<file path="src/hdl/gb3_pkg.sv">
// Types, constants and the tap rounding function of the 3x3 blur.
`timescale 1ns / 1ps

package gb3_pkg;

	localparam int PIX_W       = 8;
	localparam int CFG_W       = 12;
	localparam int TAP_W       = 7;
	localparam int SUM_W       = 11;
	localparam int WIDTH_RESET = 640;
	localparam int WIDTH_MIN   = 3;
	localparam int FIFO_DEPTH  = 8;
	localparam int FIFO_PTR_W  = $clog2(FIFO_DEPTH);
	localparam int FIFO_CNT_W  = $clog2(FIFO_DEPTH + 1);
	localparam int OCC_W       = FIFO_CNT_W + 1;

	// Row tracking only needs to know whether two full rows have passed.
	localparam logic [1:0] ROW_FIRST  = 2'd0;
	localparam logic [1:0] ROW_SECOND = 2'd1;
	localparam logic [1:0] ROW_FULL   = 2'd2;

	localparam logic [2:0] TAP_WEIGHT [3][3] = '{
		'{3'd1, 3'd2, 3'd1},
		'{3'd2, 3'd4, 3'd2},
		'{3'd1, 3'd2, 3'd1}
	};

	typedef struct packed {
		logic [PIX_W-1:0] red;
		logic [PIX_W-1:0] green;
		logic [PIX_W-1:0] blue;
	} pixel_t;

	typedef struct packed {
		pixel_t upper;
		pixel_t lower;
	} line_pair_t;

	typedef struct packed {
		logic valid;
		logic emit;
		logic row_end;
	} gb3_ctrl_t;

	typedef struct packed {
		pixel_t px;
		logic   row_end;
	} result_t;

	// x/16 rounded to nearest with ties to even.
	function automatic logic [TAP_W-1:0] div16_even(input logic [9:0] x);
		logic [5:0] q;
		logic [3:0] r;
		logic       up;
		q  = x[9:4];
		r  = x[3:0];
		up = (r > 4'd8) || ((r == 4'd8) && q[0]);
		return TAP_W'(q) + TAP_W'(up);
	endfunction

endpackage

</file>
<file path="src/hdl/gb3_out_fifo.sv">
// Small output queue that decouples the filter pipeline from result stalls.
`timescale 1ns / 1ps

module gb3_out_fifo import gb3_pkg::*; (
	input  logic                  clk,
	input  logic                  arst_n,
	input  logic                  push,
	input  result_t               push_data,
	input  logic                  pop,
	output logic                  not_empty,
	output result_t               head,
	output logic [FIFO_CNT_W-1:0] count
);

	result_t               entry_q [FIFO_DEPTH];
	logic [FIFO_PTR_W-1:0] wr_ptr_q;
	logic [FIFO_PTR_W-1:0] rd_ptr_q;
	logic [FIFO_CNT_W-1:0] count_q;

	always_ff @(posedge clk) begin
		if (push) begin
			entry_q[wr_ptr_q] <= push_data;
		end
	end

	always_ff @(posedge clk or negedge arst_n) begin
		if (!arst_n) begin
			wr_ptr_q <= '0;
			rd_ptr_q <= '0;
			count_q  <= '0;
		end else begin
			if (push) begin
				wr_ptr_q <= wr_ptr_q + 1'b1;
			end
			if (pop) begin
				rd_ptr_q <= rd_ptr_q + 1'b1;
			end
			count_q <= count_q + FIFO_CNT_W'(push) - FIFO_CNT_W'(pop);
		end
	end

	assign not_empty = (count_q != '0);
	assign head      = entry_q[rd_ptr_q];
	assign count     = count_q;

endmodule

</file>
<file path="config.mk">
export PLATFORM = sky130hd
export DESIGN_NAME = gb3_out_fifo
export DESIGN_NICKNAME = d
export VERILOG_FILES = /design/src/hdl/gb3_pkg.sv /design/src/hdl/gb3_out_fifo.sv
export SDC_FILE = /design/constraint.sdc
export NUM_CORES = 1
export LEC_CHECK = 0
export BUFFER_PORTS_ARGS = -buffer_cell sky130_fd_sc_hd__buf_2
export CAP_MARGIN = 40
export CORE_AREA = 8 8 161 148
export DETAILED_ROUTE_END_ITERATION = 12
export DIE_AREA = 0 0 169 156
export SYNTH_ARGS = -nofsm -noshare
export SYNTH_HDL_FRONTEND = slang
export SYNTH_SLANG_ARGS = --single-unit
export TNS_END_PERCENT = 30
</file>
<file path="constraint.sdc">
create_clock -name clk -period 7.36 [get_ports clk]
set_input_delay 0.368 -clock clk [delete_from_list [all_inputs] [get_ports clk]]
set_output_delay 0.368 -clock clk [all_outputs]
set_load 0.02 [all_outputs]
</file>
==> out/qor.txt <==
clock latency on the worst-skew pair -> 490 ps
most frequent cells in the layout -> edfxtp_1 (200), buf_2 (58), mux4_1 (49)
first-pass GRT wire length -> 23800 microns
Post-Syn Area per Cell -> 24.1 sq um
Power Dens Cells -> 398 nW/um^2
Vias/cell -> 4.99
number of global-route vias before repair -> 3968
area leader, netlist -> edfxtp_1
Die Y -> 156 microns
Clock Sinks -> 210
cts repair resizes -> 0
compound-cell area share of the yosys netlist -> 0.00152
Setup WS post-layout -> 3990 ps
drt first-iter violations -> 180
Clock Pin Slew Worst Setup and Hold Paths -> 60 ps
DR vias -> 3641
Initial DRT Pass Iterations -> 4
max_cap viols -> 0
WL/cell -> 21.5 microns
ANT cells -> 0
Fin Setup TNS -> 0 ps
Final Setup Violations -> 0
largest net degree at the start of global routing -> 34
Slew HR -> 0.534
Synth Warn # -> 0
Slew @ Worst Pin -> 698 ps
RSZ-0062 raised after global routing -> false
CP required -> 6990 ps
HP Class -> input pin to flop
count of final hold-check violations -> 0
register area -> 6260 sq um
DP Worst Slack -> 4500 ps
Non-Filler Instances -> 729
H-tree Lvls -> 1
Root Buffer -> clkbuf_16
delay-heaviest family, CP -> multiplexers
Post-Synth XOR/XNOR Area -> 0.00637
WL met1 -> 6720 microns
Site Rows -> 51
Port Buf Inserts -> 58
fin crit share -> 0.458
Die X -> 169 microns
Setup Buffers After CTS -> 0
Total GRT Usage -> 0.120
Worst Path Buf+Inv -> 2
Achievable Freq -> 297 MHz
number of fill cells in the layout -> 1783
CP endpoint kind -> output pin
placed insts -> 688
worst-path maximum fanout -> 30
Max Slew Vio Count -> 0
DP Area -> 9060 sq um
clock skew -> 6.44 ps
post-DP HPWL -> 9360 microns
Final Wtd Congestion -> 0.723
Final Util -> 0.462
Startpoint Class -> flop
layout cells sized above 1 -> 0.317
Mapped Cells -> 342
Area growth, synth to finish -> 18.8%
Period minus WS final -> 3370 ps
Setup CP Type -> flop to output pin
most common cell after layout, fill and taps aside -> edfxtp_1
Synth Area in Simple Gates -> 0.00865
peak supply drop -> 0.000218 V
Unique masters post-synth -> 20
largest family of logic cells by synthesized area -> multiplexers
Post-Route WL -> 15700 microns
hold_buf cts -> 1
Max Used Layer -> met5
# IOs -> 59
Die ar. -> 26400 sq um
Critical-path top delay cell -> dfrtp_2
initial antenna violation count -> 2
Synth top area share -> 0.728
Nets -> 459
CP Cell Sequence -> buf_4 -> mux4_1 -> mux2_2 -> buf_2
Starting Density -> 0.389
Core ar. -> 21200 sq um
syn nets -> 379
area occupied by multi-input gates -> 1910 sq um
DRC Markers -> 0
register area share after synthesis -> 0.759
TritonCTS clock tree -> done
leakage -> 0.00339 uW
Area contributors post-synth -> edfxtp_1 (73%), mux4_1 (16%), mux2_2 (3.7%)
total gr overflow -> 0
post-route ant nets -> 0
WP data arrival -> 3000 ps
#FFs+latches synth -> 210
TritonCTS Buffers -> 22
Netlist Area Pre-Place -> 8250 sq um
mux contribution to synthesized area -> 0.196
Reg2Reg Setup Slack -> 5480 ps
post-synthesis adder-cell area fraction -> 0.0131
status -> completed
DR WL met3 -> 675 microns
max incr delay on CP -> 780 ps
met2 wire length -> 7910 microns
post-route cell area -> 9800 sq um
clock buffer depth -> 3
-- flip-flops by register name, indices dropped and copies added, names as in the netlist --
name	cells
entry_q	200
count	4
rd_ptr_q	3
wr_ptr_q	3
-- cell families after synthesis --
logic type	count (synthesis)
XOR/XNOR	6
AND/OR/NAND/NOR	16
AO/OA/AOI/OAI	2
multiplexers	77
flip-flops	210
buffers and inverters	23
adder cells (fa/ha/maj)	8
-- synthesized netlist by cell type --
cell type / number
buf_1: 1
mux4_2: 1
ha_1: 7
dfrtp_1: 10
mux4_1: 49
buf_6: 6
fa_1: 1
mux2_2: 27
nor3_1: 2
nand3_1: 1
edfxtp_1: 200
xor2_1: 3
a21o_1: 1
xnor2_1: 3
nor2_1: 6
nand2b_1: 3
clkbuf_1: 8
nand2_1: 4
inv_1: 8
a21oi_1: 1
-- metal layers --
layer  vias to the layer above  track usage
li1                       1626            -
met1                      1910        0.145
met2                        73        0.212
met3                        28       0.0263
met4                         4       0.0371
met5                         -            0
-- cell type report --
type	instances	area share
multi-input combinational	109	0.195
timing repair buffer	71	0.0515
sequential	210	0.639
clock inverter	8	0.00907
inverter	8	0.00306
tap	291	0.0372
clock buffer	32	0.0653
-- final timing paths --
kind                       cells past startpoint                     from                  endpoint
hold reg to reg                                1  wr_ptr_q[1]$_DFFE_PN0P_   wr_ptr_q[1]$_DFFE_PN0P_
min in group asynchronous                      2                   arst_n        count[0]$_DFF_PN0_
setup / recovery                               4  rd_ptr_q[0]$_DFFE_PN0P_                   head[6]
max in group asynchronous                      2                   arst_n   rd_ptr_q[0]$_DFFE_PN0P_
setup reg to reg                               3  wr_ptr_q[1]$_DFFE_PN0P_  entry_q[2][16]$_DFFE_PP_
hold / removal                                 2                      pop   rd_ptr_q[0]$_DFFE_PN0P_
-- worst register-to-register path: cells and delay by family, from the launching register on --
| family | cells | cell delay (ps) |
|---|---|---|
| and+or+nand+nor | 2 | 750 |
| buffers and inverters | 1 | 420 |
| DFF | 1 | 380 |
-- power by group --
group / internal [uW] / switching [uW]
Combinational: 551 / 630
Clock: 671 / 420
Sequential: 1510 / 117
-- through the flow --
| step | hold slack, ps | power (uW) |
|---|---|---|
| after floorplan | 72.4 | 2450 |
| after global placement | 242 | 2800 |
| after detailed placement | 254 | 2870 |
| after CTS | 117 | 3970 |
| after global routing | 132 | 4080 |
| final | 131 | 3900 |
Note: power is estimated with default switching activity, not from simulation.
