[config.mk]
export PLATFORM = sky130hd
export DESIGN_NAME = gb3_filter
export DESIGN_NICKNAME = d
export VERILOG_FILES = /design/src/hdl/gb3_pkg.sv /design/src/hdl/gb3_filter.sv
export SDC_FILE = /design/constraint.sdc
export NUM_CORES = 1
export LEC_CHECK = 0
export BUFFER_PORTS_ARGS = -buffer_cell sky130_fd_sc_hd__buf_2
export CAP_MARGIN = 25
export CORE_ASPECT_RATIO = 1.75
export CORE_MARGIN = 5
export CORE_UTILIZATION = 63
export DETAILED_ROUTE_END_ITERATION = 8
export PLACE_DENSITY = 0.82
export SLEW_MARGIN = 20
export SYNTH_ARGS = -nofsm -noshare
export SYNTH_HDL_FRONTEND = slang
export SYNTH_SLANG_ARGS = --single-unit
[constraint.sdc]
create_clock -name clk -period 10.4 [get_ports clk]
set_input_delay 1.04 -clock clk [delete_from_list [all_inputs] [get_ports clk]]
set_output_delay 1.04 -clock clk [all_outputs]
set_load 0.1 [all_outputs]
[src/hdl/gb3_pkg.sv]
// Types, constants and the tap rounding function of the 3x3 blur.
`timescale 1ns / 1ps

package gb3_pkg;

	localparam int PIX_W       = 8;
	localparam int CFG_W       = 12;
	localparam int TAP_W       = 7;
	localparam int SUM_W       = 11;
	localparam int WIDTH_RESET = 640;
	localparam int WIDTH_MIN   = 3;
	localparam int FIFO_DEPTH  = 8;
	localparam int FIFO_PTR_W  = $clog2(FIFO_DEPTH);
	localparam int FIFO_CNT_W  = $clog2(FIFO_DEPTH + 1);
	localparam int OCC_W       = FIFO_CNT_W + 1;

	// Row tracking only needs to know whether two full rows have passed.
	localparam logic [1:0] ROW_FIRST  = 2'd0;
	localparam logic [1:0] ROW_SECOND = 2'd1;
	localparam logic [1:0] ROW_FULL   = 2'd2;

	localparam logic [2:0] TAP_WEIGHT [3][3] = '{
		'{3'd1, 3'd2, 3'd1},
		'{3'd2, 3'd4, 3'd2},
		'{3'd1, 3'd2, 3'd1}
	};

	typedef struct packed {
		logic [PIX_W-1:0] red;
		logic [PIX_W-1:0] green;
		logic [PIX_W-1:0] blue;
	} pixel_t;

	typedef struct packed {
		pixel_t upper;
		pixel_t lower;
	} line_pair_t;

	typedef struct packed {
		logic valid;
		logic emit;
		logic row_end;
	} gb3_ctrl_t;

	typedef struct packed {
		pixel_t px;
		logic   row_end;
	} result_t;

	// x/16 rounded to nearest with ties to even.
	function automatic logic [TAP_W-1:0] div16_even(input logic [9:0] x);
		logic [5:0] q;
		logic [3:0] r;
		logic       up;
		q  = x[9:4];
		r  = x[3:0];
		up = (r > 4'd8) || ((r == 4'd8) && q[0]);
		return TAP_W'(q) + TAP_W'(up);
	endfunction

endpackage

[src/hdl/gb3_filter.sv]
// Sliding 3x3 window, rounded weighted taps and per-channel saturating sum.
`timescale 1ns / 1ps

module gb3_filter import gb3_pkg::*; (
	input  logic       clk,
	input  logic       arst_n,
	input  gb3_ctrl_t  ctrl_in,
	input  pixel_t     col_top,
	input  pixel_t     col_mid,
	input  pixel_t     col_bot,
	output logic       res_valid,
	output result_t    res,
	output logic [1:0] pipe_cnt
);

	pixel_t          win_q [3][3];
	gb3_ctrl_t       ctrl_s2;
	gb3_ctrl_t       ctrl_s3;
	logic [TAP_W-1:0] tap_red   [9];
	logic [TAP_W-1:0] tap_green [9];
	logic [TAP_W-1:0] tap_blue  [9];
	logic [TAP_W-1:0] red_s3    [9];
	logic [TAP_W-1:0] green_s3  [9];
	logic [TAP_W-1:0] blue_s3   [9];
	logic [SUM_W-1:0] sum_red;
	logic [SUM_W-1:0] sum_green;
	logic [SUM_W-1:0] sum_blue;

	always_ff @(posedge clk or negedge arst_n) begin
		if (!arst_n) begin
			for (int r = 0; r < 3; r++) begin
				for (int c = 0; c < 3; c++) begin
					win_q[r][c] <= '0;
				end
			end
		end else if (ctrl_in.valid) begin
			for (int r = 0; r < 3; r++) begin
				win_q[r][0] <= win_q[r][1];
				win_q[r][1] <= win_q[r][2];
			end
			win_q[0][2] <= col_top;
			win_q[1][2] <= col_mid;
			win_q[2][2] <= col_bot;
		end
	end

	always_comb begin
		for (int r = 0; r < 3; r++) begin
			for (int c = 0; c < 3; c++) begin
				tap_red[r*3+c]   = div16_even(10'(win_q[r][c].red) * 10'(TAP_WEIGHT[r][c]));
				tap_green[r*3+c] = div16_even(10'(win_q[r][c].green) * 10'(TAP_WEIGHT[r][c]));
				tap_blue[r*3+c]  = div16_even(10'(win_q[r][c].blue) * 10'(TAP_WEIGHT[r][c]));
			end
		end
	end

	always_ff @(posedge clk or negedge arst_n) begin
		if (!arst_n) begin
			ctrl_s2 <= '0;
			ctrl_s3 <= '0;
		end else begin
			ctrl_s2 <= ctrl_in;
			ctrl_s3 <= ctrl_s2;
		end
	end

	always_ff @(posedge clk) begin
		if (ctrl_s2.valid) begin
			red_s3   <= tap_red;
			green_s3 <= tap_green;
			blue_s3  <= tap_blue;
		end
	end

	always_comb begin
		sum_red   = '0;
		sum_green = '0;
		sum_blue  = '0;
		for (int k = 0; k < 9; k++) begin
			sum_red   = sum_red + SUM_W'(red_s3[k]);
			sum_green = sum_green + SUM_W'(green_s3[k]);
			sum_blue  = sum_blue + SUM_W'(blue_s3[k]);
		end
		res.px.red   = (sum_red > SUM_W'(255)) ? 8'hFF : sum_red[PIX_W-1:0];
		res.px.green = (sum_green > SUM_W'(255)) ? 8'hFF : sum_green[PIX_W-1:0];
		res.px.blue  = (sum_blue > SUM_W'(255)) ? 8'hFF : sum_blue[PIX_W-1:0];
		res.row_end  = ctrl_s3.row_end;
	end

	assign res_valid = ctrl_s3.valid && ctrl_s3.emit;
	assign pipe_cnt  = 2'(ctrl_s2.valid) + 2'(ctrl_s3.valid);

endmodule

==> summary.md <==
| Metric | Value |
|---|---|
| Layout Nets | `1703` |
| Synth Flop Type | `dfrtp_1` |
| Worst hold path class | `flip-flop to flip-flop` |
| Final count of pins violating max slew | `0` |
| Run status | `finished, final reports clean` |
| Sequential Area | `10200 um2` |
| Post-synth EDFFs | `153` |
| Ys Warns | `0` |
| N_diodes | `0` |
| GPL Wtd Cong | `0.890` |
| Skew final | `0.0155 ns` |
| Total Routed Length | `34100 um` |
| Fmax | `0.163 GHz` |
| Worst EP required | `9.36 ns` |
| Post-Syn Area | `18700 um2` |
| Port Buffers | `104` |
| First-pass GRT wire length | `56000 um` |
| Die area | `33400 um2` |
| Max-cap violations | `0` |
| Sequential share of the synthesized area | `54.2%` |
| Max Root-Sink Buffers | `3` |
| TNS Setup | `0 ns` |
| Worst slew pin tran | `0.933 ns` |
| 1st-pass router iterations | `5` |
| Library cells used by synthesis | `47` |
| Total grt overflow | `0` |
| Share of layout cells above drive strength 1 | `26.2%` |
| Asr flop ratio synth | `59.2%` |
| Max-slew headroom | `37.8%` |
| Remaining DRCs | `0` |
| Most frequent cells in the layout | `dfrtp_1 (221), mux2_2 (213), inv_1 (182)` |
| Initial antenna violation count | `0` |
| Vias/cell | `5.52` |
| Cts-stage hold buffer count | `0` |
| Commonest non-fill, non-tap cell in the layout | `dfrtp_1` |
| DP Cell Count | `1788` |
| Syn Nets | `1580` |
| Die Height | `238 um` |
| Clock Latency Late Sink | `0.52 ns` |
| Multi-input logic area | `7760 um2` |
| Number of global-route vias before repair | `11200` |
| Die Wd | `140 um` |
| Crit path kind | `flip-flop to primary output` |
| Vias post-DR | `10200` |
| Gr usage total | `21.1%` |
| Final Critical Period | `6.14 ns` |
| Clk sinks | `375` |
| Worst-path clk slew | `0.06 ns` |
| Fin cells | `1854` |
| Largest net degree at the start of global routing | `139` |
| DRT iter0 DRCs | `424` |
| Hold Worst Slack | `0.349 ns` |
| Setup bufs post-CTS | `0` |
| Yosys reg bits | `375` |
| Hpwl dp | `24600 um` |
| Root buffer cell | `clkbuf_16` |
| Post-CTS Resized | `0` |
| Synth Instances | `1323` |
| CP Max Fanout | `6` |
| IO Pins | `105` |
| RSZ-0062 raised after global routing | `false` |
| Average wire per standard cell | `18.4 um` |
| Area grow syn2layout | `11.9%` |
| Final Setup Violations | `0` |
| Core area | `29400 um2` |
| Starting Density | `63.7%` |
| ANT nets after route | `0` |
| Worst path arrival time | `5.10 ns` |
| Htree depth | `2` |
| Hold Vio Cnt, Final | `0` |
| Synthesized area per cell | `14.1 um2` |
| CP endpoint kind | `primary output` |
| Fillers | `1953` |
| Final Instance Area | `20900 um2` |
| Num CTS Buffers | `35` |
| Row count | `83` |
| TritonCTS clock tree | `done` |
| Setup crit start kind | `flip-flop` |
| Crit share post-route | `59.0%` |
| Placed standard-cell area | `19600 um2` |
==> path summary, 6_finish.rpt <==
check                      cells after the start           to        start  slack, ns
hold / removal                                 0   ctrl_s3[1]   ctrl_s2[1]       0.35
hold reg to reg                                0   ctrl_s3[1]   ctrl_s2[1]       0.35
min in group asynchronous                      1   ctrl_s2[1]       arst_n       0.57
max in group asynchronous                      2   ctrl_s2[2]       arst_n       8.28
setup reg to reg                               3  blue_s3[25]   ctrl_s2[2]       7.92
setup / recovery                              14      res[15]  green_s3[2]       4.26
==> Yosys cell counts, types with 2 or more instances <==
library cell,n,area [um2]
ha_1,69,863
nor2b_1,3,18.8
o21bai_1,13,97.6
nor3_1,8,40.0
mux2_2,213,2400
o21ai_1,4,20.0
a21o_1,5,37.5
a21oi_1,8,40.0
clkbuf_1,2,7.51
dfrtp_1,222,5560
or3_1,3,18.8
and3_2,2,15.0
o21a_1,6,45.0
edfxtp_1,153,4590
nor4bb_1,2,20.0
nand2_1,21,78.8
o211ai_1,8,60.1
and2_1,26,163
nand2b_1,2,12.5
nand3_1,45,225
xor2_1,27,236
xnor2_1,49,429
nor2_1,27,101
fa_1,111,2220
mux2i_1,2,20.0
a22o_1,2,17.5
o32ai_1,2,17.5
o22ai_1,5,31.3
o21ai_0,31,155
o311ai_0,10,87.6
inv_1,182,683
and3_1,23,144
buf_2,23,115
==> final cells by class <==
cell class                      count  area share (%)
Clock buffer                       50            4.89
Clock inverter                     13           0.920
Inverter                          182            3.26
Multi-Input combinational cell    740            37.0
Sequential cell                   375            48.5
Tap cell                          382            2.28
Timing Repair Buffer              112            3.11
==> per-layer routing <==
metal | vias up | GRT usage [%] | share of wire (%)
met5 | - | 0 | 0
met4 | 0 | 8.29 | 3.9
met3 | 69 | 3.29 | 3.4
met2 | 183 | 39.9 | 57
met1 | 5213 | 23.5 | 36
li1 | 4760 | - | -
==> state kept, by name (all words and copies together) (netlist names) <==
register and flops:
res 1, red_s3 51, ctrl_s3 2, green_s3 51, ctrl_s2 3, blue_s3 51
win_q 216
==> kinds of logic after synthesis <==
kind of cell,count (synthesis),share of synthesized area [%]
flip-flops,375,54.2
multiplexers,216,13.0
buffers and inverters,208,4.34
adder cells (fa/ha/maj),180,16.5
AND/OR/NAND/NOR,167,4.79
AO/OA/AOI/OAI,101,3.61
XOR/XNOR,76,3.56
==> worst max-delay path: stages (launching register included) <==
cell	delay [ns]
edfxtp_1	0.33
inv_1	0.06
fa_1	0.54
inv_1	0.06
fa_1	0.51
fa_1	0.52
fa_1	0.55
ha_1	0.16
inv_1	0.05
fa_1	0.37
nand2b_1	0.20
a21oi_1	0.28
o32ai_1	0.27
o22ai_1	0.23
buf_2	0.45
==> per-stage QoR <==
stage	setup WS, ns	util (%)
2_1_floorplan	3.56	-
3_3_place_gp	4.90	66.9
3_5_place_dp	4.78	66.9
4_1_cts	4.23	71.0
5_1_grt	3.98	71.3
6_report	4.26	71.3
Power is left out: the tool's default activity adds up to more than one toggle a clock period on the data nets, which glitch-free logic cannot reach.
